$ cat src/mts_pkg.sv
// shared types, op codes and note rom for the melody tone sequencer
// no dependencies; used by mts_engine and melody_tone_sequencer
package mts_pkg;

  // number of melodies that may be requested, at most the four held in the rom
  localparam int NumMelodies = 4;
  localparam int RomMelodies = 4;

  localparam int NowWidth  = 32;
  localparam int IdWidth   = 3;
  localparam int FreqWidth = 11;
  localparam int DurWidth  = 9;
  localparam int PosWidth  = 3;
  localparam int SelWidth  = 2;
  localparam int IdxWidth  = 5;

  localparam int InDataWidth  = 40;
  localparam int InUserWidth  = 2;
  localparam int OutDataWidth = 16;

  typedef enum logic [1:0] {
    OpTick   = 2'd0,
    OpPlay   = 2'd1,
    OpSilent = 2'd2
  } op_e;

  typedef struct packed {
    logic [1:0]           op;
    logic [NowWidth-1:0]  now_ms;
    logic [IdWidth-1:0]   melody_id;
    logic                 silent_value;
  } item_t;

  typedef struct packed {
    logic                 tone_on;
    logic [FreqWidth-1:0] tone_freq;
    logic                 playing;
  } result_t;

  // frequency of a rom entry, zero past the end
  function automatic logic [FreqWidth-1:0] note_freq(input logic [IdxWidth-1:0] idx);
    logic [FreqWidth-1:0] f;
    case (idx)
      5'd0:    f = 11'd523;
      5'd1:    f = 11'd659;
      5'd2:    f = 11'd523;
      5'd3:    f = 11'd659;
      5'd4:    f = 11'd784;
      5'd5:    f = 11'd1047;
      5'd6:    f = 11'd784;
      5'd7:    f = 11'd1047;
      5'd8:    f = 11'd392;
      5'd9:    f = 11'd523;
      5'd10:   f = 11'd659;
      5'd11:   f = 11'd784;
      5'd12:   f = 11'd1047;
      5'd13:   f = 11'd200;
      5'd14:   f = 11'd150;
      default: f = 11'd0;
    endcase
    return f;
  endfunction

  // duration in ms of a rom entry, zero past the end
  function automatic logic [DurWidth-1:0] note_dur(input logic [IdxWidth-1:0] idx);
    logic [DurWidth-1:0] d;
    case (idx)
      5'd0, 5'd1:                         d = 9'd120;
      5'd2, 5'd3, 5'd4, 5'd5, 5'd6:       d = 9'd100;
      5'd7, 5'd13, 5'd14:                 d = 9'd200;
      5'd8, 5'd9, 5'd10, 5'd11:           d = 9'd150;
      5'd12:                              d = 9'd300;
      default:                            d = 9'd0;
    endcase
    return d;
  endfunction

  // first rom entry of each melody
  function automatic logic [IdxWidth-1:0] mel_base(input logic [SelWidth-1:0] sel);
    logic [IdxWidth-1:0] b;
    case (sel)
      2'd0:    b = 5'd0;
      2'd1:    b = 5'd2;
      2'd2:    b = 5'd8;
      default: b = 5'd13;
    endcase
    return b;
  endfunction

  // number of notes in each melody
  function automatic logic [PosWidth-1:0] mel_len(input logic [SelWidth-1:0] sel);
    logic [PosWidth-1:0] l;
    case (sel)
      2'd0:    l = 3'd2;
      2'd1:    l = 3'd6;
      2'd2:    l = 3'd5;
      default: l = 3'd2;
    endcase
    return l;
  endfunction

endpackage

$ cat src/mts_engine.sv
// sequencer state and the single-step update for one item
// depends on mts_pkg for item and result types and the note rom
module mts_engine
  import mts_pkg::*;
(
  input  logic    clk_i,
  input  logic    rst_ni,
  input  logic    fire_i,
  input  item_t   item_i,
  output result_t result_o
);

  logic                 active_q, active_d;
  logic [SelWidth-1:0]  sel_q, sel_d;
  logic [PosWidth-1:0]  pos_q, pos_d;
  logic [NowWidth-1:0]  start_q, start_d;
  logic                 mute_q, mute_d;
  logic                 drive_on_q, drive_on_d;
  logic [FreqWidth-1:0] drive_freq_q, drive_freq_d;

  logic [PosWidth-1:0]  len;
  logic [PosWidth-1:0]  next_pos;
  logic [IdxWidth-1:0]  cur_idx;
  logic [IdxWidth-1:0]  next_idx;
  logic [NowWidth-1:0]  elapsed;
  logic [SelWidth-1:0]  req_sel;
  logic                 id_ok;

  // rom lookups for the current and next note
  assign len      = mel_len(sel_q);
  assign next_pos = pos_q + 3'd1;
  assign cur_idx  = mel_base(sel_q) + IdxWidth'(pos_q);
  assign next_idx = mel_base(sel_q) + IdxWidth'(next_pos);
  assign elapsed  = item_i.now_ms - start_q;
  assign req_sel  = item_i.melody_id[SelWidth-1:0];
  assign id_ok    = (int'(item_i.melody_id) < NumMelodies)
                 && (int'(item_i.melody_id) < RomMelodies);

  // next state for the item
  always_comb begin
    active_d     = active_q;
    sel_d        = sel_q;
    pos_d        = pos_q;
    start_d      = start_q;
    mute_d       = mute_q;
    drive_on_d   = drive_on_q;
    drive_freq_d = drive_freq_q;
    case (op_e'(item_i.op))
      OpTick: begin
        if (active_q && !mute_q) begin
          if (pos_q >= len) begin
            active_d     = 1'b0;
            drive_on_d   = 1'b0;
            drive_freq_d = '0;
          end else if (elapsed >= NowWidth'(note_dur(cur_idx))) begin
            pos_d = next_pos;
            if (next_pos < len) begin
              start_d      = item_i.now_ms;
              drive_on_d   = 1'b1;
              drive_freq_d = note_freq(next_idx);
            end else begin
              active_d     = 1'b0;
              drive_on_d   = 1'b0;
              drive_freq_d = '0;
            end
          end
        end
      end
      OpPlay: begin
        if (id_ok) begin
          active_d = 1'b1;
          sel_d    = req_sel;
          pos_d    = '0;
          start_d  = item_i.now_ms;
          if (!mute_q) begin
            drive_on_d   = 1'b1;
            drive_freq_d = note_freq(mel_base(req_sel));
          end
        end
      end
      OpSilent: begin
        mute_d = item_i.silent_value;
        if (item_i.silent_value) begin
          drive_on_d   = 1'b0;
          drive_freq_d = '0;
        end
      end
      default: begin
      end
    endcase
  end

  // result seen after the item
  always_comb begin
    result_o.tone_on   = drive_on_d;
    result_o.tone_freq = drive_on_d ? drive_freq_d : '0;
    result_o.playing   = active_d;
  end

  // state registers
  always_ff @(posedge clk_i or negedge rst_ni) begin
    if (!rst_ni) begin
      active_q     <= 1'b0;
      sel_q        <= '0;
      pos_q        <= '0;
      start_q      <= '0;
      mute_q       <= 1'b0;
      drive_on_q   <= 1'b0;
      drive_freq_q <= '0;
    end else if (fire_i) begin
      active_q     <= active_d;
      sel_q        <= sel_d;
      pos_q        <= pos_d;
      start_q      <= start_d;
      mute_q       <= mute_d;
      drive_on_q   <= drive_on_d;
      drive_freq_q <= drive_freq_d;
    end
  end

endmodule

$ cat src/melody_tone_sequencer.sv
// Melody tone sequencer: takes one item per clock cycle (tick, play request or
// silent write, selected by s_axis_tuser) while the output is not stalled, and
// returns one result item for each, registered in the input register and then the
// result register. The rate is set by the single update step between the two,
// where the note rom read and the 32-bit elapsed-time compare sit.
// depends on mts_pkg and mts_engine
module melody_tone_sequencer
  import mts_pkg::*;
(
  input  logic                    clk_i,
  input  logic                    rst_ni,
  input  logic                    s_axis_tvalid,
  output logic                    s_axis_tready,
  // [31:0] now_ms, [34:32] melody_id, [35] silent_value, [39:36] zero
  input  logic [InDataWidth-1:0]  s_axis_tdata,
  // [1:0] op
  input  logic [InUserWidth-1:0]  s_axis_tuser,
  output logic                    m_axis_tvalid,
  input  logic                    m_axis_tready,
  // [0] tone_on, [11:1] tone_freq, [12] playing, [15:13] zero
  output logic [OutDataWidth-1:0] m_axis_tdata
);

  logic    in_valid_q;
  item_t   in_item_q;
  logic    out_valid_q;
  result_t out_res_q;
  logic    advance;
  result_t step_res;

  // handshake: the step runs when the result register is free or being emptied
  assign advance       = in_valid_q && (!out_valid_q || m_axis_tready);
  assign s_axis_tready = !in_valid_q || advance;

  // input register control
  always_ff @(posedge clk_i or negedge rst_ni) begin
    if (!rst_ni) begin
      in_valid_q <= 1'b0;
    end else if (s_axis_tready) begin
      in_valid_q <= s_axis_tvalid;
    end
  end

  // input register payload
  always_ff @(posedge clk_i) begin
    if (s_axis_tvalid && s_axis_tready) begin
      in_item_q.op           <= s_axis_tuser;
      in_item_q.now_ms       <= s_axis_tdata[31:0];
      in_item_q.melody_id    <= s_axis_tdata[34:32];
      in_item_q.silent_value <= s_axis_tdata[35];
    end
  end

  mts_engine u_engine (
    .clk_i    (clk_i),
    .rst_ni   (rst_ni),
    .fire_i   (advance),
    .item_i   (in_item_q),
    .result_o (step_res)
  );

  // result register control
  always_ff @(posedge clk_i or negedge rst_ni) begin
    if (!rst_ni) begin
      out_valid_q <= 1'b0;
    end else if (advance) begin
      out_valid_q <= 1'b1;
    end else if (m_axis_tready) begin
      out_valid_q <= 1'b0;
    end
  end

  // result register payload
  always_ff @(posedge clk_i) begin
    if (advance) begin
      out_res_q <= step_res;
    end
  end

  assign m_axis_tvalid = out_valid_q;
  assign m_axis_tdata  = {3'b000, out_res_q.playing, out_res_q.tone_freq, out_res_q.tone_on};

`ifndef SYNTHESIS
  // an empty result register never holds back the input
  a_ready_when_free: assert property (@(posedge clk_i) disable iff (!rst_ni)
    !out_valid_q |-> s_axis_tready)
    else $error("input stalled with free result register");

  // a sounding tone belongs to an active melody
  a_tone_needs_play: assert property (@(posedge clk_i) disable iff (!rst_ni)
    (out_valid_q && out_res_q.tone_on) |-> out_res_q.playing)
    else $error("tone on while idle");

  // frequency reads zero while the tone is off
  a_freq_zero_off: assert property (@(posedge clk_i) disable iff (!rst_ni)
    (out_valid_q && !out_res_q.tone_on) |-> (out_res_q.tone_freq == '0))
    else $error("nonzero frequency with tone off");

  // a step always loads the result register
  a_step_loads: assert property (@(posedge clk_i) disable iff (!rst_ni)
    advance |=> out_valid_q)
    else $error("result lost after step");
`endif

endmodule

$ cat config.mk
export PLATFORM = sky130hd
export DESIGN_NAME = melody_tone_sequencer
export DESIGN_NICKNAME = d
export VERILOG_FILES = /design/src/mts_pkg.sv /design/src/mts_engine.sv /design/src/melody_tone_sequencer.sv
export SDC_FILE = /design/constraint.sdc
export NUM_CORES = 1
export LEC_CHECK = 0
export ABC_AREA = 1
export BUFFER_PORTS_ARGS = -buffer_cell sky130_fd_sc_hd__buf_2
export CAP_MARGIN = 40
export CORE_ASPECT_RATIO = 1.4
export CORE_MARGIN = 1
export CORE_UTILIZATION = 45
export DETAILED_ROUTE_END_ITERATION = 8
export GPL_TIMING_DRIVEN = 0
export HOLD_SLACK_MARGIN = 0.08
export PLACE_DENSITY = 0.62
export SLEW_MARGIN = 0
export SYNTH_ARGS = -nofsm -noshare
export SYNTH_HDL_FRONTEND = slang
export SYNTH_SLANG_ARGS = --single-unit
$ cat constraint.sdc
create_clock -name clk_i -period 4.9 [get_ports clk_i]
set_input_delay 0.245 -clock clk_i [delete_from_list [all_inputs] [get_ports clk_i]]
set_output_delay 0.245 -clock clk_i [all_outputs]
set_load 0.1 [all_outputs]
Word level (Yosys, flattened, before mapping):

Memories as Yosys holds them, arrays and structs flattened.
Index checks and enable logic that the tools add are counted.

* flip-flop bits (word level): 104
* bits in read-only memories: 448
* memories kept: 3

* $add $sub $neg: 4
* order comparisons: 4
* equal/unequal tests: 11
* mux-type cells: 47
* reductions and logical operators: 17

Memories
* (no name shown): depth 16, width 10, read ports 1, clocked after memory_dff 0, wr ports 0, RTL line mts_pkg.sv:43 `case (idx)`
* (no name shown): depth 16, width 10, read ports 1, clocked after memory_dff 0, wr ports 0, RTL line mts_pkg.sv:43
* (no name shown): depth 16, width 8, read ports 1, clocked after memory_dff 0, wr ports 0, RTL line mts_pkg.sv:67 `case (idx)`

Operator list (count)
* 32-bit two-way mux: 5
* 11-bit two-way mux: 9
* 32-bit one-hot mux with 2 select lines: 1
* 9-bit two-way mux: 4
* 11-bit one-hot mux with 3 select lines: 1
* 32-bit by 9-bit greater-or-equal comparator with 1-bit output: 1
* 32-bit subtractor: 1
* 4-bit one-hot mux with 3 select lines: 2
* 5-bit two-way mux: 3
* 1-bit two-way mux: 14
* 3-bit two-way mux: 4
* 3-bit one-hot mux with 2 select lines: 2
* 4-bit by 3-bit adder with 5-bit output: 2
* 2-bit by 1-bit != test with 1-bit output, second input constant: 4
* 7-bit AND reduction: 1
* 2-bit by 1-bit equality test with 1-bit output, second input constant: 3
* 2-bit equality test, second input constant: 3
* 2-bit logical NOT: 3
* 6-bit AND reduction: 1
* 2-bit nonzero test: 2
* 3-bit by 1-bit adder with 3-bit output, second input constant: 1
* 3-bit greater-or-equal comparator: 1
* 1-bit logical AND: 3
* 1-bit logical NOT: 3
* other kinds (8): 9

Longest topological paths before layout:

An unclocked memory read counts as a cell.

* word-level depth: 13
* mapped depth: 33

Cells and area by module:

Synthesis repeated with hierarchy kept, for this count alone.

* cell total of the unflattened synthesis: 1119
* area, all modules: 8002.7 um^2

By module, submodules not included
* mts_engine: instances 1, cells each 1052, area each 6349.8 um^2, seq. area each 1276.2 um^2
* melody_tone_sequencer: instances 1, cells each 67, area each 1652.8 um^2, seq. area each 1581.5 um^2

Least setup slack after synthesis:

Ideal clock, no wire load.

* kind: reg2reg
* start: register u_engine.sel_q[1]
* end: register u_engine.start_q[2]
* arrival time: 3809 ps
* data required time: 4779 ps
* slack: 970 ps
* stages on the path, launching flop included: 30
* buffers on the path: 1
* cells stage by stage: dfrtp_1 -> inv_1 -> ha_1 -> xor2_1 -> ha_1 -> a21oi_1 -> xor2_1 -> inv_1 -> o21ai_0 -> o211ai_1 -> ha_1 -> a21oi_1 -> nand2_1 -> nand2_1 -> nand2_1 -> a21oi_1 -> nand2_1 -> nor2_1 -> nand2_1 -> nor2_1 -> nand2_1 -> nor2_4 -> nand3_4 -> nand3_1 -> nand2_1 -> nand2_2 -> inv_2 -> o21ai_4 -> buf_6 -> o21ai_1

* word-level cells in the longest chain between the ends: 11
* elaborated cells between the ends (all ways): 18

RTL lines
* from (decl): RTL line mts_engine.sv:14 `logic [SelWidth-1:0] sel_q, sel_d;`
* from (signal assigned): RTL line mts_engine.sv:112 `sel_q <= sel_d;`
* 2-bit equality test (tied with other cells): RTL line mts_pkg.sv:81, mts_pkg.sv:93
* 4-bit one-hot mux with 3 select lines: RTL line mts_pkg.sv:81 `case (sel)`
* 4-bit by 3-bit adder with 5-bit output: RTL line mts_engine.sv:32 `assign cur_idx = mel_base(sel_q) + IdxWidth'(pos_q);`
* memory read 16 x 8 bit
* 9-bit two-way mux: RTL line mts_pkg.sv:67
* 9-bit two-way mux: RTL line mts_engine.sv:51 `if (pos_q >= len) begin`
* 9-bit two-way mux: RTL line mts_engine.sv:50 `if (active_q && !mute_q) begin`
* 9-bit two-way mux: RTL line mts_engine.sv:48 `case (op_e'(item_i.op))`
* 32-bit by 9-bit greater-or-equal comparator with 1-bit output: RTL line mts_engine.sv:55 `end else if (elapsed >= NowWidth'(note_dur(cur_idx))) begin`
* 2-bit by 1-bit != test with 1-bit output (no line)
* 7-bit AND reduction (no line) *
* to (signal assigned): RTL line mts_engine.sv:114 `start_q <= start_d;`
* to (decl): RTL line mts_engine.sv:16 `logic [NowWidth-1:0] start_q, start_d;`

Every way passes the cells marked *; elsewhere a longest branch is shown, timed or not. The select of a mux whose other input is x is not followed.
A chain may end at the register's enable or synchronous reset.

Worst setup path in the final report:

* start: register u_engine.sel_q[1]
* end: register u_engine.start_q[17]

Same word-level chain as after synthesis.

==> summary.txt <==
Run status
  • Outcome: finished, final reports clean

STA
  • Worst Max-Slew Pin Slew: 0.7620 ns
  • Min Clock Period, post-route: 4.560 ns
  • Slew Viols, Final: 0
  • Max-slew headroom: between 40% and 50%
  • Final setup fails: 0
  • Peak Freq: 219.3 MHz
  • Final Hold Fails: 0
  • Final period util: around 93%
  • Min Hold Slack: 0.1365 ns
  • Setup Skew: 0.01659 ns

Die
  • Die Wd: about 120 um
  • DIE AREA: 19380 um2
  • Core area: roughly 19000 um2
  • Initial Util: a little under half
  • # rows: 59
  • Die Ht: between 150 and 200 um
  • I/O pins: 64

Yosys
  • Number of flops mapped to enable cells by yosys: between 50 and 60
  • Seq cells post-synth: between 100 and 150
  • Cell with the most instances after synthesis: nand2_1
  • Post-synth top cells: nand2_1, inv_1, nor2_1
  • Share of the synthesized area in the top cell type: a little under a fifth
  • Post-Syn Area per Cell: around 6.9 um2
  • Seq/Total Area, Yosys: 33.75%
  • Asr flop ratio synth: between 50% and 60%
  • Synth unique cells: 45
  • Mapped Cells: between 1000 and 1500
  • Area contributors post-synth: edfxtp_1, nand2_1, dfrtp_1, inv_1, ha_1
  • Largest area contributor in the netlist: edfxtp_1
  • Yosys warnings: 0
  • Ys flop type: dfrtp_1
  • Post-Syn Area: approximately 8500 um2

Pwr
  • Psw: 0.003294 W
  • Internal: between 0.003 and 0.004 W
  • Clock power frac: roughly an eighth
  • PD cells: 635.1 nW/um2
  • Sequential power share: between 20% and 30%
  • Net Sw Frac: approximately 52%
  • Leakage: between 5 and 6 nW
  • Peak VDD IR: 0.0002521 V
  • Comb power frac: 65.6%

Drt
  • Post-DRT Antenna Nets: 0
  • Wire per inst: ~13 um
  • DR vias: between 7000 and 8000
  • WL final: approximately 21000 um
  • Post-DR vias/cell: about 4.8
  • DRC viols: 0
  • DR iter-0 viols: 329
  • DRT Pass-1 Iters: 5

Cells and area
  • N_diodes: 0
  • Finished Layout Cells: 1594
  • Final net count: around 1500
  • Share of layout cells above drive strength 1: around 15%
  • Fillers: 1862
  • Area grow syn2layout: 18.22%

Global routing
  • Vias in the first global route: 7399
  • GRT Util Overall: ~22%
  • Met2 usage: a little over two fifths
  • GR Layer Usage met1: between 20% and 30%
  • First-pass GRT wire length: 34310 um
  • Initial antenna violation count: 0
  • Remaining global-route overflow: 0
  • GR Util met3: 2.118%
  • Most used routing layer: met2
  • Largest net degree at the start of global routing: 32

Critical path
  • Max incr delay on CP: roughly 0.44 ns
  • CP endpoint kind: flip-flop
  • Max Fanout on Critical Path: 10
  • Critical Path RT: about 5.2 ns
  • Top cell by count, worst path: nand2_1
  • CP max stage cell: dfrtp_2
  • Critical Path Start Type: flip-flop
  • CP arrival: approximately 4.8 ns
  • Worst Path Buf+Inv: 4
  • CP delay by family, top: simple AND/OR/NAND/NOR gates
  • Critical path type: reg -> reg

Clocking
  • Root Driver: clkbuf_16
  • Clock transition at the registers of the reported paths: 0.07 ns
  • CTS Buf Count: 9
  • CTS tree: done
  • Maximum clock path buffer count: 2
  • Worst-Skew Late Latency: 0.36 ns
  • H-tree depth: 3
  • CTS Sinks: approximately 100

Placed design
  • Dpl cells: approximately 1500
  • Hpwl dp: ~16000 um
  • GP Congestion: around 0.9
  • # port buffers: 56

Flow run
  • Number of max-cap violations: 0

Min path
  • Hold WC Path Type: in -> reg
cell usage in the layout, fill, tap and decap left out, types with 7 or more instances in the layout:
master / Yosys / routed
nand2_1: 386 / 386
nand3_1: 70 / 70
ha_1: 59 / 56
dlygate4sd3_1: 0 / 39
inv_1: 246 / 245
and2_1: 19 / 19
dfrtp_1: 53 / 51
buf_4: 3 / 11
nor3_1: 8 / 8
buf_2: 1 / 57
o21ai_1: 7 / 7
xor2_1: 14 / 12
o21ai_2: 29 / 30
a21oi_1: 46 / 44
nand2_2: 36 / 35
clkbuf_16: 0 / 10
nor2_1: 84 / 84
o21ai_0: 28 / 28
inv_2: 6 / 7
nand4_1: 13 / 13
edfxtp_1: 51 / 51
routing by layer:
layer | vias to the layer above | wire length (um)
met5 | - | 0
met4 | 0 | 450
met3 | 26 | 452
met2 | 103 | 10900
li1 | 4045 | -
met1 | 3463 | 9196
worst reg2reg max path: cells and delay by family, from the launching register on:
| kind | cells | cell delay, ns |
|---|---|---|
| DFF | 1 | 0.44 |
| xor gates and xnor gates | 1 | 0.15 |
| adders and majority gates | 3 | 0.67 |
| buffers and inverters | 4 | 0.49 |
| AOI/OAI and AO/OA | 7 | 1.16 |
| and+or+nand+nor | 17 | 1.55 |
worst paths after layout:
kind | from | to | slack (ns) | depth (start not counted)
min in group asynchronous | rst_ni | u_engine.start_q[13] | 0.44 | 2
max reg2reg | u_engine.sel_q[1] | u_engine.start_q[17] | 0.34 | 32
max in group asynchronous | rst_ni | u_engine.start_q[31] | 3.84 | 3
max | u_engine.sel_q[1] | u_engine.start_q[17] | 0.34 | 32
min reg2reg | u_engine.drive_freq_q[10] | u_engine.drive_freq_q[10] | 0.48 | 2
min | s_axis_tvalid | in_valid_q | 0.14 | 3
through the flow:
stage	utilization [%]	setup TNS (ns)	total power [W]	area, um2	setup slack (ns)
after floorplan	-	0	0.004488	8474	0.9703
after global placement	48.90	0	0.005341	9060	0.1352
after detailed placement	49.19	0	0.005394	9115	0.02104
after CTS	53.14	0	0.006271	9846	0.05948
after global routing	54.02	-0.002207	0.007005	10010	-0.002207
final	54.02	0	0.006357	10010	0.3405
state kept, by name, summed over array words and instances, names as in the netlist, 2 cells and up:
register               count
u_engine.pos_q             3
u_engine.sel_q             2
u_engine.drive_freq_q     11
u_engine.start_q          32
in_item_q                 38
m_axis_tdata              13
timing repair:
item	CTS	global route
pin swaps	0	5
resized for setup	2	14
hold buffers	39	0
gates cloned	0	2
setup buffers	0	8
hold endpoints to repair	63	0
endpoints found under the setup margin	1	53
cells by family (layout without fill, tap and decap cells):
kind of cell	Yosys count	after routing	synth area share (%)
buf+inv	270	393	12.78
fa+ha+maj	60	60	8.955
other cells	1	3	0.04429
flops	104	104	33.75
xor+xnor	17	17	1.759
simple gates	635	635	32.48
compound gates	137	138	10.23
power by group through the flow:
stage | clock [W] | combinational, W | sequential [W]
after floorplan | 0 | 0.00300 | 0.00149
after global placement | 0 | 0.00397 | 0.00137
after detailed placement | 0 | 0.00402 | 0.00137
after CTS | 0.000830 | 0.00408 | 0.00136
after global routing | 0.000856 | 0.00474 | 0.00141
final | 0.000813 | 0.00417 | 0.00137
area by class of cell:
class | count | area [um2] | share of cell area (%)
plain buffers | 14 | 125.1 | 1.250
clock buffers | 10 | 229.0 | 2.288
well taps | 244 | 305.3 | 3.050
flip-flops and latches | 104 | 2860 | 28.57
inverters | 256 | 960.9 | 9.600
repair buffers | 107 | 810.8 | 8.100
clock inverters | 6 | 97.59 | 0.9750
multi-input cells | 853 | 4621 | 46.16
No activity file was read; power rests on OpenSTA's default activity.
